==> config.mk <==
export PLATFORM = sky130hd
export DESIGN_NAME = gcr_contrast
export DESIGN_NICKNAME = d
export VERILOG_FILES = /design/src/hw/rtl/gcr_pkg.sv /design/src/hw/rtl/gcr_contrast.sv
export SDC_FILE = /design/constraint.sdc
export NUM_CORES = 1
export LEC_CHECK = 0
export BUFFER_PORTS_ARGS = -buffer_cell sky130_fd_sc_hd__buf_2
export CORE_MARGIN = 8
export CORE_UTILIZATION = 40
export DETAILED_ROUTE_END_ITERATION = 6
export PLACE_DENSITY = 0.58
export SLEW_MARGIN = 10
export SYNTH_ARGS = -nofsm -noshare
export SYNTH_HDL_FRONTEND = slang
export SYNTH_SLANG_ARGS = --single-unit
export TNS_END_PERCENT = 30
==> constraint.sdc <==
create_clock -name aclk -period 9.1 [get_ports aclk]
set_input_delay 0.455 -clock aclk [delete_from_list [all_inputs] [get_ports aclk]]
set_output_delay 0.455 -clock aclk [all_outputs]
set_load 0.01 [all_outputs]
==> src/hw/rtl/gcr_pkg.sv <==
// Shared types, constants and elaboration-time tables for the gamma/contrast ramp block.
package gcr_pkg;

    localparam int LOG_FRAC = 16;
    localparam int D_W      = 19;
    localparam int P_W      = 31;
    localparam int S_W      = 30;
    localparam logic [P_W-1:0] Q30_ONE = 31'h4000_0000;

    localparam logic [15:0] CFG_RESET = 16'd4096;

    localparam logic [3:0] REG_GAMMA_ALL      = 4'd0;
    localparam logic [3:0] REG_GAMMA_RED      = 4'd1;
    localparam logic [3:0] REG_GAMMA_GREEN    = 4'd2;
    localparam logic [3:0] REG_GAMMA_BLUE     = 4'd3;
    localparam logic [3:0] REG_CONTRAST_ALL   = 4'd4;
    localparam logic [3:0] REG_CONTRAST_RED   = 4'd5;
    localparam logic [3:0] REG_CONTRAST_GREEN = 4'd6;
    localparam logic [3:0] REG_CONTRAST_BLUE  = 4'd7;

    localparam logic [1:0] CH_RED   = 2'd0;
    localparam logic [1:0] CH_GREEN = 2'd1;
    localparam logic [1:0] CH_BLUE  = 2'd2;

    typedef struct packed {
        logic       vld;
        logic [1:0] ch;
    } tag_t;

    typedef logic [D_W-1:0] dtab_t [256];
    typedef logic [S_W-1:0] stab_t [LOG_FRAC];

    function automatic logic [63:0] isqrt64(input logic [63:0] x_in);
        logic [63:0] x;
        logic [63:0] res;
        logic [63:0] bt;
        x   = x_in;
        res = 64'd0;
        bt  = 64'h4000_0000_0000_0000;
        for (int i = 0; i < 32; i++) begin
            if (x >= res + bt) begin
                x   = x - (res + bt);
                res = (res >> 1) + bt;
            end else begin
                res = res >> 1;
            end
            bt = bt >> 2;
        end
        return res;
    endfunction

    function automatic logic [D_W-1:0] log2_q16(input logic [7:0] x);
        logic [63:0]         m;
        logic [LOG_FRAC-1:0] fr;
        int                  ip;
        ip = 0;
        fr = '0;
        for (int j = 0; j < 7; j++) begin
            if ((x >> (j + 1)) != 8'd0) ip = j + 1;
        end
        m = ({56'd0, x} << 30) >> ip;
        for (int i = 0; i < LOG_FRAC; i++) begin
            m  = (m * m) >> 30;
            fr = fr << 1;
            if (m >= (64'd2 << 30)) begin
                fr[0] = 1'b1;
                m     = m >> 1;
            end
        end
        return {ip[2:0], fr};
    endfunction

    // log2(255) - log2(b), floored at zero
    function automatic dtab_t build_dtab();
        dtab_t          t;
        logic [D_W-1:0] l255;
        logic [D_W-1:0] lb;
        l255 = log2_q16(8'd255);
        t[0] = '0;
        for (int b = 1; b < 256; b++) begin
            lb   = log2_q16(b[7:0]);
            t[b] = (l255 > lb) ? (l255 - lb) : '0;
        end
        return t;
    endfunction

    // factors 2^(-2^-i), i = 1..16, in Q30
    function automatic stab_t build_stab();
        stab_t       t;
        logic [63:0] s;
        s = 64'd1 << 29;
        for (int i = 0; i < LOG_FRAC; i++) begin
            s    = isqrt64(s << 30);
            t[i] = s[S_W-1:0];
        end
        return t;
    endfunction

    localparam dtab_t DTAB = build_dtab();
    localparam stab_t STAB = build_stab();

endpackage

==> src/hw/rtl/gcr_contrast.sv <==
// One contrast stage: signed gain about the midpoint, floor shift and clamp.
module gcr_contrast #(
    parameter int GAIN_FRAC_BITS = 12
) (
    input  logic               aclk,
    input  logic               aresetn,
    input  logic               en,
    input  gcr_pkg::tag_t      tag_in,
    input  logic [15:0]        level_in,
    input  logic signed [15:0] gain_in,
    output gcr_pkg::tag_t      tag_out,
    output logic [15:0]        level_out
);

    gcr_pkg::tag_t       ta_reg;
    logic signed [32:0]  prod_reg;
    gcr_pkg::tag_t       tb_reg;
    logic [15:0]         lvl_reg;

    logic signed [16:0]  diff;
    logic signed [32:0]  q;
    logic signed [33:0]  r;

    assign diff = $signed({1'b0, level_in}) - 17'sd32767;

    always_ff @(posedge aclk) begin
        if (!aresetn) begin
            ta_reg.vld <= 1'b0;
        end else if (en) begin
            ta_reg   <= tag_in;
            prod_reg <= 33'(diff) * 33'(gain_in);
        end
    end

    // arithmetic shift floors toward minus infinity
    assign q = prod_reg >>> GAIN_FRAC_BITS;
    assign r = 34'(q) + 34'sd32767;

    always_ff @(posedge aclk) begin
        if (!aresetn) begin
            tb_reg.vld <= 1'b0;
        end else if (en) begin
            tb_reg <= ta_reg;
            if (r < 34'sd0) begin
                lvl_reg <= 16'd0;
            end else if (r > 34'sd65535) begin
                lvl_reg <= 16'hFFFF;
            end else begin
                lvl_reg <= r[15:0];
            end
        end
    end

    assign tag_out   = tb_reg;
    assign level_out = lvl_reg;

endmodule

Yosys cells after proc, flatten, opt, wreduce, memory -nomap -nowiden
Cells that the tools add are included.
- output and inout port bits: 19
- bits in registers: 55
- bits of input ports: 38
- logic and storage cells: 13
- reductions and logical operators: 1
- $add $sub $neg: 2
- multiply operators: 1
- $lt $le $gt $ge: 2
- muxes and demuxes: 1
- operator list (operator ; count):
    $mul A17 B16 Y33 ; 1
    $add A21 B16 Y22 const B ; 1
    $gt A22 B17 Y1 const B ; 1
    $lt A22 B1 Y1 const B ; 1
    $sub A16 B15 Y17 const B ; 1
    $mux W16 ; 1
    $reduce_and A2 Y1 ; 1

Longest topological paths before layout
Gate-level depths: netlist of the first run.
- depth in word-level cells: 3
- mapped depth: 29
- depth with buffers taken out: 28

Worst setup path after synthesis of the first run
Ideal clock, no wire load.
- path kind: input-to-reg
- from: in level_in[2]
- to: reg prod_reg[32] (data pin)
- arrival: 7.040 ns
- setup slack: 1.800 ns
- buffers on the path: 1
- cell stages on the path: 25
- required time: 8.840 ns
- library setup time: 0.260 ns
- cells stage by stage: and2_1 and4_1 nand3_1 nor2_1 nor2_1 clkbuf_1 nand2_1 fa_1 fa_1 inv_1 fa_1 fa_1 fa_1 inv_1 fa_1 inv_1 ha_1 a21o_1 a21oi_1 nor2b_1 o41a_1 a221o_1 o41a_1 a21oi_1 xnor2_1
- cells in the longest elaborated chain, start to end: 2
- RTL lines (item ; line ; text):
    start, declared ; gcr_contrast.sv:9 ; input logic [15:0] level_in,
    $sub A16 B15 Y17 ; gcr_contrast.sv:24 ; assign diff = $signed({1'b0, level_in}) - 17'sd32767;
    $mul A17 B16 Y33 ; gcr_contrast.sv:31 ; prod_reg <= 33'(diff) * 33'(gain_in);
    end signal, assigned ; gcr_contrast.sv:31 ;
    end, declared ; gcr_contrast.sv:16 ; logic signed [32:0] prod_reg;
No other way between the ends.
A chain may end at the register's enable or synchronous reset.

Final worst setup path of the first run
- from: in level_in[0]
- to: reg prod_reg[32] (data pin)
The elaborated chain is that of the path after synthesis.

==> results of run 1 <==
path summary, 6_finish.rpt:
kind / cells after the start / to
worst max-delay path: 27 / prod_reg[32]
worst min-delay path: 1 / ta_reg[0]
worst max register to register: 10 / level_out[1]
worst min register to register: 0 / tag_out[1]
layer usage:
metal  vias to the layer above  part of all wire (%)  track usage [%]
met5                         -                     0                0
met1                      4170                    40            19.66
li1                       3825                     -                -
met2                       166                    53            31.25
met3                        52                   3.5            1.611
met4                         0                   3.7            5.983
cell families after synthesis:
group / after synthesis / synth area share, %
AO/OA/AOI/OAI: 63 / 3.414
buffers and inverters: 390 / 12.17
multiplexers: 3 / 0.2586
flip-flops: 43 / 10.51
AND/OR/NAND/NOR: 370 / 15.39
XOR/XNOR: 55 / 3.983
adder cells (fa/ha/maj): 359 / 54.27
Yosys cell counts (2+ instances only):
cell and instances:
dfxtp_1 2, buf_1 3, a31oi_1 2, a221oi_1 2, a21oi_1 29, o21ai_0 4, inv_1 350, nand4_1 6
nand2b_1 4, a211oi_1 2, nor2_1 41, clkbuf_1 36, xor2_1 18, and3_1 3, o21a_1 4, and2_1 116
ha_1 83, nor2b_1 17, xnor2_1 37, o41a_1 2, nand3_1 8, o21bai_1 2, nand2_1 148, fa_1 276
a21o_1 4, or2_2 2, nor3_1 13, or3_1 2, mux2i_1 2, edfxtp_1 41
layout make-up:
type / instances / area share (%)
clock inverters: 3 / 0.1832
flip-flops and latches: 43 / 9.798
inverters: 350 / 10.13
multi-input cells: 850 / 72.14
repair buffers: 71 / 3.028
well taps: 390 / 3.761
clock buffers: 5 / 0.9643
worst max-delay path, cell delays in order:
cell,delay [ns]
buf_2,0.35
ha_1,0.31
nand3_1,0.22
nor2_1,0.17
xor2_1,0.16
buf_4,0.24
nand2_1,0.10
fa_1,0.53
fa_1,0.55
inv_1,0.05
fa_1,0.50
inv_1,0.05
fa_1,0.50
inv_1,0.06
fa_1,0.53
inv_1,0.05
fa_1,0.52
inv_1,0.04
ha_1,0.31
a21oi_1,0.15
o21ai_0,0.15
a22oi_1,0.44
o22ai_1,0.28
a221o_1,0.38
o41a_1,0.35
a21oi_1,0.18
xnor2_1,0.08
metrics by stage:
stage / hold slack, ns / cells
final: 0.3505 / 1712
after global routing: 0.3451 / 1712
after global placement: 0.4014 / 1704
after floorplan: 0.4003 / 1283
after detailed placement: 0.4054 / 1704
after CTS: 0.3416 / 1712
==> results.tsv, run 1 <==
metric	value	unit
multi_input_comb_area	0.009360	sq mm
hold_buffers	0	
clock_latency	0.28	ns
cp-start-kind	input pin	
drt_iter0_drc	306	
clock_skew	0.003774	ns
wire_per_inst	16.46	microns
synth-seq-cells	43	
dp_hpwl	23070	microns
synth_fp_nets	1680	
layout_common_cells	inv_1, fa_1, nand2_1, and2_1, ha_1	
hold_path.class	in -> reg	
synth_area	0.01209	sq mm
critical_path.startpoint	level_in[0]	
tritoncts	built	
yosysWarnings	0	
timing.final.crit_period	7.704	ns
start_util	40.70	%
clk_pin_slew	0.06	ns
grt_start_max_net_pins	42	
largest_reg_flops	21	
die_x	189.9	microns
core	0.02972	sq mm
synth_edf_count	41	
min_from	tag_in[0]	
stdcell_area	0.01297	sq mm
maxCapViolCount	0	
dr_total_vias	8213	
critical_path_class	in -> reg	
path_max_fanout	20	
routed_wl	28190	microns
gp_congestion	0.8787	
clock-root-buffer	clkbuf_16	
grt_pass1_vias	9438	
grt_pass1_wl	47990	microns
io_pins	57	
layout_commonest_cell	inv_1	
viasPerCell	4.797	
r2r-start	prod_reg[12]	
clock_path_buffers	2	
cp_data_required_time	9.13	ns
dpl_worst_slack	0.9869	ns
setup_viol	0	
htree_levels	2	
fp.dieArea	0.03605	sq mm
yosysSeqAreaShare	10.51	%
drive_gt1_share	7.035	%
regArea	0.001271	sq mm
finish.utilization	43.66	%
avgSynthCellArea	9.426	sq um
synth.distinct_cells	54	
async_flop_share	0	%
grt_setup_unrepaired	no	
worst_pin_slew	1.053	ns
synth_top_area_cell	fa_1	
ys.flop_type	edfxtp_1	
cts_made_buffers	5	
die_h	189.9	microns
diodes	0	
netlist.area_leader.share	45.69	%
status	completed	
post_cts_buffers	0	
drt_first_pass_iters	4	
cts.sinks	43	
rrSetupSlack	5.97	ns
relSlewSlack	29.45	%
antenna_found_initial	0	
tns	0	ns
hold_violations	0	
cp_data_arrival_time	7.73	ns
drv_slew	0	
grt-ovfl-total	0	
globalRouteTotalUtil	16.74	%
dpl_cell_area	0.01283	sq mm
post_cts_resized	0	
max_freq	129.8	MHz
netlist_instances	1283	
ant_nets	0	
setup_ws	1.396	ns
timing.final.crit_share	84.66	%
final_nets	1718	
drc	0	
end_kind	register	
fp-row-count	63	
io_buffers	56	
synth_area_leaders	fa_1, inv_1, edfxtp_1	
fill_cells	2902	
syn_to_final_growth	7.283	%
Power of run 1 is left out: the tool's default activity adds up to more than one toggle a clock period on the data nets, which glitch-free logic cannot reach.
==> run 2: changes to the inputs <==
Settings changed: PLACE_DENSITY 0.58 to 0.6.
Clock period 9.1 ns to 6.5 ns, I/O delays scaled along.
==> run 2 against run 1 <==
- die area stayed put
- final cell count is 8.1% higher
- routed wire length is 0.96% lower
- the flow now finishes with violations (negative setup slack)
- setup slack worse by 1.6 ns
- clock skew is 0.0011 ns lower
- sequential share of layout area is 0.98 points lower
- clock-buffer cell count stayed put
- via count is 6.5% higher
==> results.tsv, run 2 (synthesis gave the netlist of run 1 again) <==
metric	value	unit
status	finished with violations	
violations	negative setup slack	
cp-start-kind	input pin	
holdPathEnd	ta_reg[1]	
fp.dieArea	0.03605	sq mm
drt_first_pass_iters	4	
final_nets	1856	
path_depth	27	
clk_pin_slew	0.06	ns
layout_common_cells	inv_1, fa_1, buf_4, nand2_1, and2_1	
cp_data_arrival_time	6.72	ns
worst_path_max_delay_cell	fa_2	
hold_path.class	in -> reg	
globalRouteTotalUtil	16.60	%
worst-path-buf-inv	6	
clock_latency	0.28	ns
drive_gt1_share	20.27	%
dp_hpwl	24000	microns
setup_ws	-0.1872	ns
ant_nets	0	
tns	-0.5674	ns
r2r_cells	10	
drv_slew	0	
grt_pass1_wl	48170	microns
maxCapViolCount	0	
hold_buffers	0	
largest_reg_flops	21	
die_h	189.9	microns
gp_congestion	0.8428	
whs_path_depth	1	
io_pins	57	
syn_to_final_growth	19.27	%
fp-row-count	63	
diodes	0	
clock-root-buffer	clkbuf_16	
drc	0	
cp_data_required_time	6.53	ns
max_freq	149.5	MHz
io_buffers	56	
core	0.02972	sq mm
htree_levels	2	
grt-ovfl-total	0	
cp_slowest_stage_delay	0.57	ns
path_max_fanout	7	
dr_total_vias	8743	
clock_skew	0.002716	ns
rrSetupSlack	3.35	ns
relSlewSlack	37.33	%
setup_viol	9	
worst_pin_slew	0.9401	ns
start_util	40.70	%
wire_per_inst	15.09	microns
critical_path_class	in -> reg	
die_x	189.9	microns
crit_top_cell	fa_1	
timing.final.crit_share	102.9	%
grt_setup_unrepaired	yes	
crit-reg2reg-capture	level_out[4]	
r2r-start	prod_reg[12]	
end_kind	register	
drt_iter0_drc	325	
cts.sinks	43	
antenna_found_initial	0	
grt_pass1_vias	9889	
timing.final.crit_period	6.687	ns
cts_made_buffers	5	
layout_commonest_cell	inv_1	
min_from	tag_in[1]	
tritoncts	built	
grt_start_max_net_pins	42	
viasPerCell	4.726	
hold_violations	0	
clock_path_buffers	2	
routed_wl	27920	microns
crit_family	adder cells	
-- run 2: cell types whose count changed in the layout (fill, tap and decap cells not counted), sizes merged --
cell / change
bufinv: +1
clkinvlp: -2
xnor2: +1
clkinv: +2
buf: +137
inv: -1
-- run 2: per-layer routing --
layer	wire, microns	part of all wire (%)	GRT usage, %	vias to the layer above
met5	0	0	0	-
met4	1184	4.2	6.795	0
met3	535	1.9	1.190	61
met2	15490	55	31.92	143
met1	10710	38	18.63	4438
li1	-	-	-	4101
-- run 2: final cells by class --
type,instances,area [sq um]
fillers,2783,15290
well taps,390,488.0
clock buffers,5,125.1
inverters,350,1316
repair buffers,208,1458
multi-input cells,851,9723
clock inverters,3,43.79
flip-flops and latches,43,1271
-- run 2: worst max-delay path by stage --
stage	start	endpoint
finish	level_in[2]	prod_reg[32]
global route	level_in[2]	prod_reg[32]
CTS	level_in[2]	prod_reg[32]
detailed placement	level_in[2]	prod_reg[32]
global placement	level_in[2]	prod_reg[32]
floorplan	level_in[2]	prod_reg[32]
-- run 2: what timing repair did --
action                                  in CTS  in global routing
cloned                                       1                  0
endpoints found under the setup margin      10                 16
setup buffers                                7                  0
pin swaps                                   29                 10
gates resized for setup                     21                 15
-- run 2: per-stage QoR --
step	instance area (sq um)	utilization, %	cells	worst slack [ns]	hold slack, ns
3_3_place_gp	14050	47.27	1834	-0.6464	0.4002
2_1_floorplan	12370	-	1283	-0.2016	0.4003
4_1_cts	14370	48.37	1850	-0.1546	0.2046
5_1_grt	14430	48.54	1850	-0.4548	0.1986
6_report	14430	48.54	1850	-0.1872	0.2135
3_5_place_dp	14050	47.27	1834	-0.6956	0.4114
Power of run 2 is left out for the same reason.
==> run 3: changes to the inputs <==
Settings changed: CORE_ASPECT_RATIO set to 2.
==> run 3 against run 2 <==
- the flow still finishes with violations (negative setup slack)
- sequential share of layout area shrank 0.18 points
- maximum frequency shrank 0.92%
- core utilization grew 0.64 points
- clock skew grew 0.0020 ns
- worst hold slack gained 0.0053 ns
- via count grew 0.42%
- critical path type unchanged
- register-to-register slack is essentially flat
- critical endpoint unchanged
- flip-flop and latch count is the same
- clock-buffer cell count is the same
- routed wire length grew 3.6%
- first-iteration DRC count grew 12%
- die area grew 0.94%
==> results.tsv, run 3 (synthesis gave the netlist of run 1 again) <==
metric	value	unit
crit-reg2reg-capture	level_out[15]	
critical_path_class	in -> reg	
layout_commonest_cell	inv_1	
start_util	40.38	%
tritoncts	built	
htree_levels	2	
max_freq	148.2	MHz
r2r-start	prod_reg[12]	
die_h	261.9	microns
layout_common_cells	inv_1, fa_1, buf_4, nand2_1, and2_1	
wire_per_inst	15.70	microns
endpoint	prod_reg[32]	
setup_viol	11	
globalRouteTotalUtil	16.83	%
cp_slowest_stage_delay	0.56	ns
largest_reg_flops	21	
r2r_cells	10	
cts.sinks	43	
maxCapViolCount	0	
viasPerCell	4.767	
ant_nets	0	
cp-start-kind	input pin	
grt_start_max_net_pins	42	
drive_gt1_share	22.40	%
worst_path_max_delay_cell	fa_1	
clock-root-buffer	clkbuf_16	
hold_path.class	in -> reg	
relSlewSlack	36.90	%
stdcell_area	0.01473	sq mm
path_max_fanout	4	
fp-row-count	90	
clock_latency	0.28	ns
clock_skew	0.004707	ns
end_kind	register	
dr_total_vias	8780	
critical_path.startpoint	level_in[2]	
status	finished with violations	
gp_congestion	0.8533	
antenna_found_initial	1	
cts_made_buffers	5	
dpl_worst_slack	-0.6509	ns
clk_pin_slew	0.06	ns
cp_data_required_time	6.53	ns
crit_top_cell	fa_1	
setup_ws	-0.2492	ns
timing.final.crit_period	6.749	ns
final_nets	1869	
grt-ovfl-total	0	
grt_pass1_vias	10130	
routed_wl	28920	microns
io_pins	57	
drt_iter0_drc	363	
grt_pass1_wl	49560	microns
drv_slew	0	
hold_buffers	0	
drt_first_pass_iters	6	
timing.final.crit_share	103.8	%
clock_path_buffers	2	
core	0.02995	sq mm
fp.dieArea	0.03639	sq mm
cp_data_arrival_time	6.78	ns
io_buffers	56	
violations	negative setup slack	
syn_to_final_growth	21.81	%
drc	0	
grt_setup_unrepaired	yes	
die_x	139.0	microns
hold_violations	0	
rrSetupSlack	3.36	ns
dpl_cell_area	0.01401	sq mm
dp_hpwl	24960	microns
worst_pin_slew	0.9465	ns
## run 3: cell type report
class,count,area [sq um]
Sequential cell,43,1271
Multi-Input combinational cell,851,9832
Clock buffer,5,125.1
Fill cell,2778,15220
Antenna cell,1,2.502
Timing Repair Buffer,221,1700
Clock inverter,3,23.77
Tap cell,368,460.4
Inverter,350,1316
## run 3: what timing repair did
item,4_1_cts,5_1_grt
resized for setup,32,47
gates cloned,1,1
pin swaps,18,27
endpoints found under the setup margin,11,19
setup buffers,13,16
## run 3: routing by layer
metal  vias up  global-route usage, %  part of all wire [%]
li1       4121                      -                     -
met1      4438                  19.82                    40
met2       182                  32.02                    54
met3        39                  1.546                   3.7
met4         0                  4.477                   2.7
met5         -                      0                     0
## run 3: worst min path at each step
stage          startpoint    endpoint  slack (ns)  cells after the start
2_1_floorplan   ta_reg[0]  tag_out[0]        0.40                      0
3_3_place_gp    ta_reg[1]  tag_out[1]        0.40                      0
3_5_place_dp    ta_reg[0]  tag_out[0]        0.41                      0
4_1_cts         tag_in[0]   ta_reg[0]        0.21                      1
5_1_grt         tag_in[0]   ta_reg[0]        0.21                      1
6_report        tag_in[0]   ta_reg[0]        0.22                      1
## run 3: critical path, delay by kind of cell
kind	cells	cell delay, ns
AOI/OAI and AO/OA	3	0.83
adders and majority gates	7	3.29
xor gates and xnor gates	2	0.25
buffers and inverters	9	0.95
and+or+nand+nor	8	1.10
## run 3: through the flow
stage | setup TNS, ns | hold slack [ns] | instances | util [%]
after floorplan | -0.3597 | 0.4003 | 1283 | -
after global placement | -4.655 | 0.4022 | 1804 | 46.77
after detailed placement | -6.735 | 0.4136 | 1804 | 46.77
after CTS | -0.5985 | 0.2126 | 1826 | 48.12
after global routing | -5.457 | 0.2097 | 1842 | 49.18
final | -1.273 | 0.2188 | 1842 | 49.18
Power of run 3 is left out for the same reason.
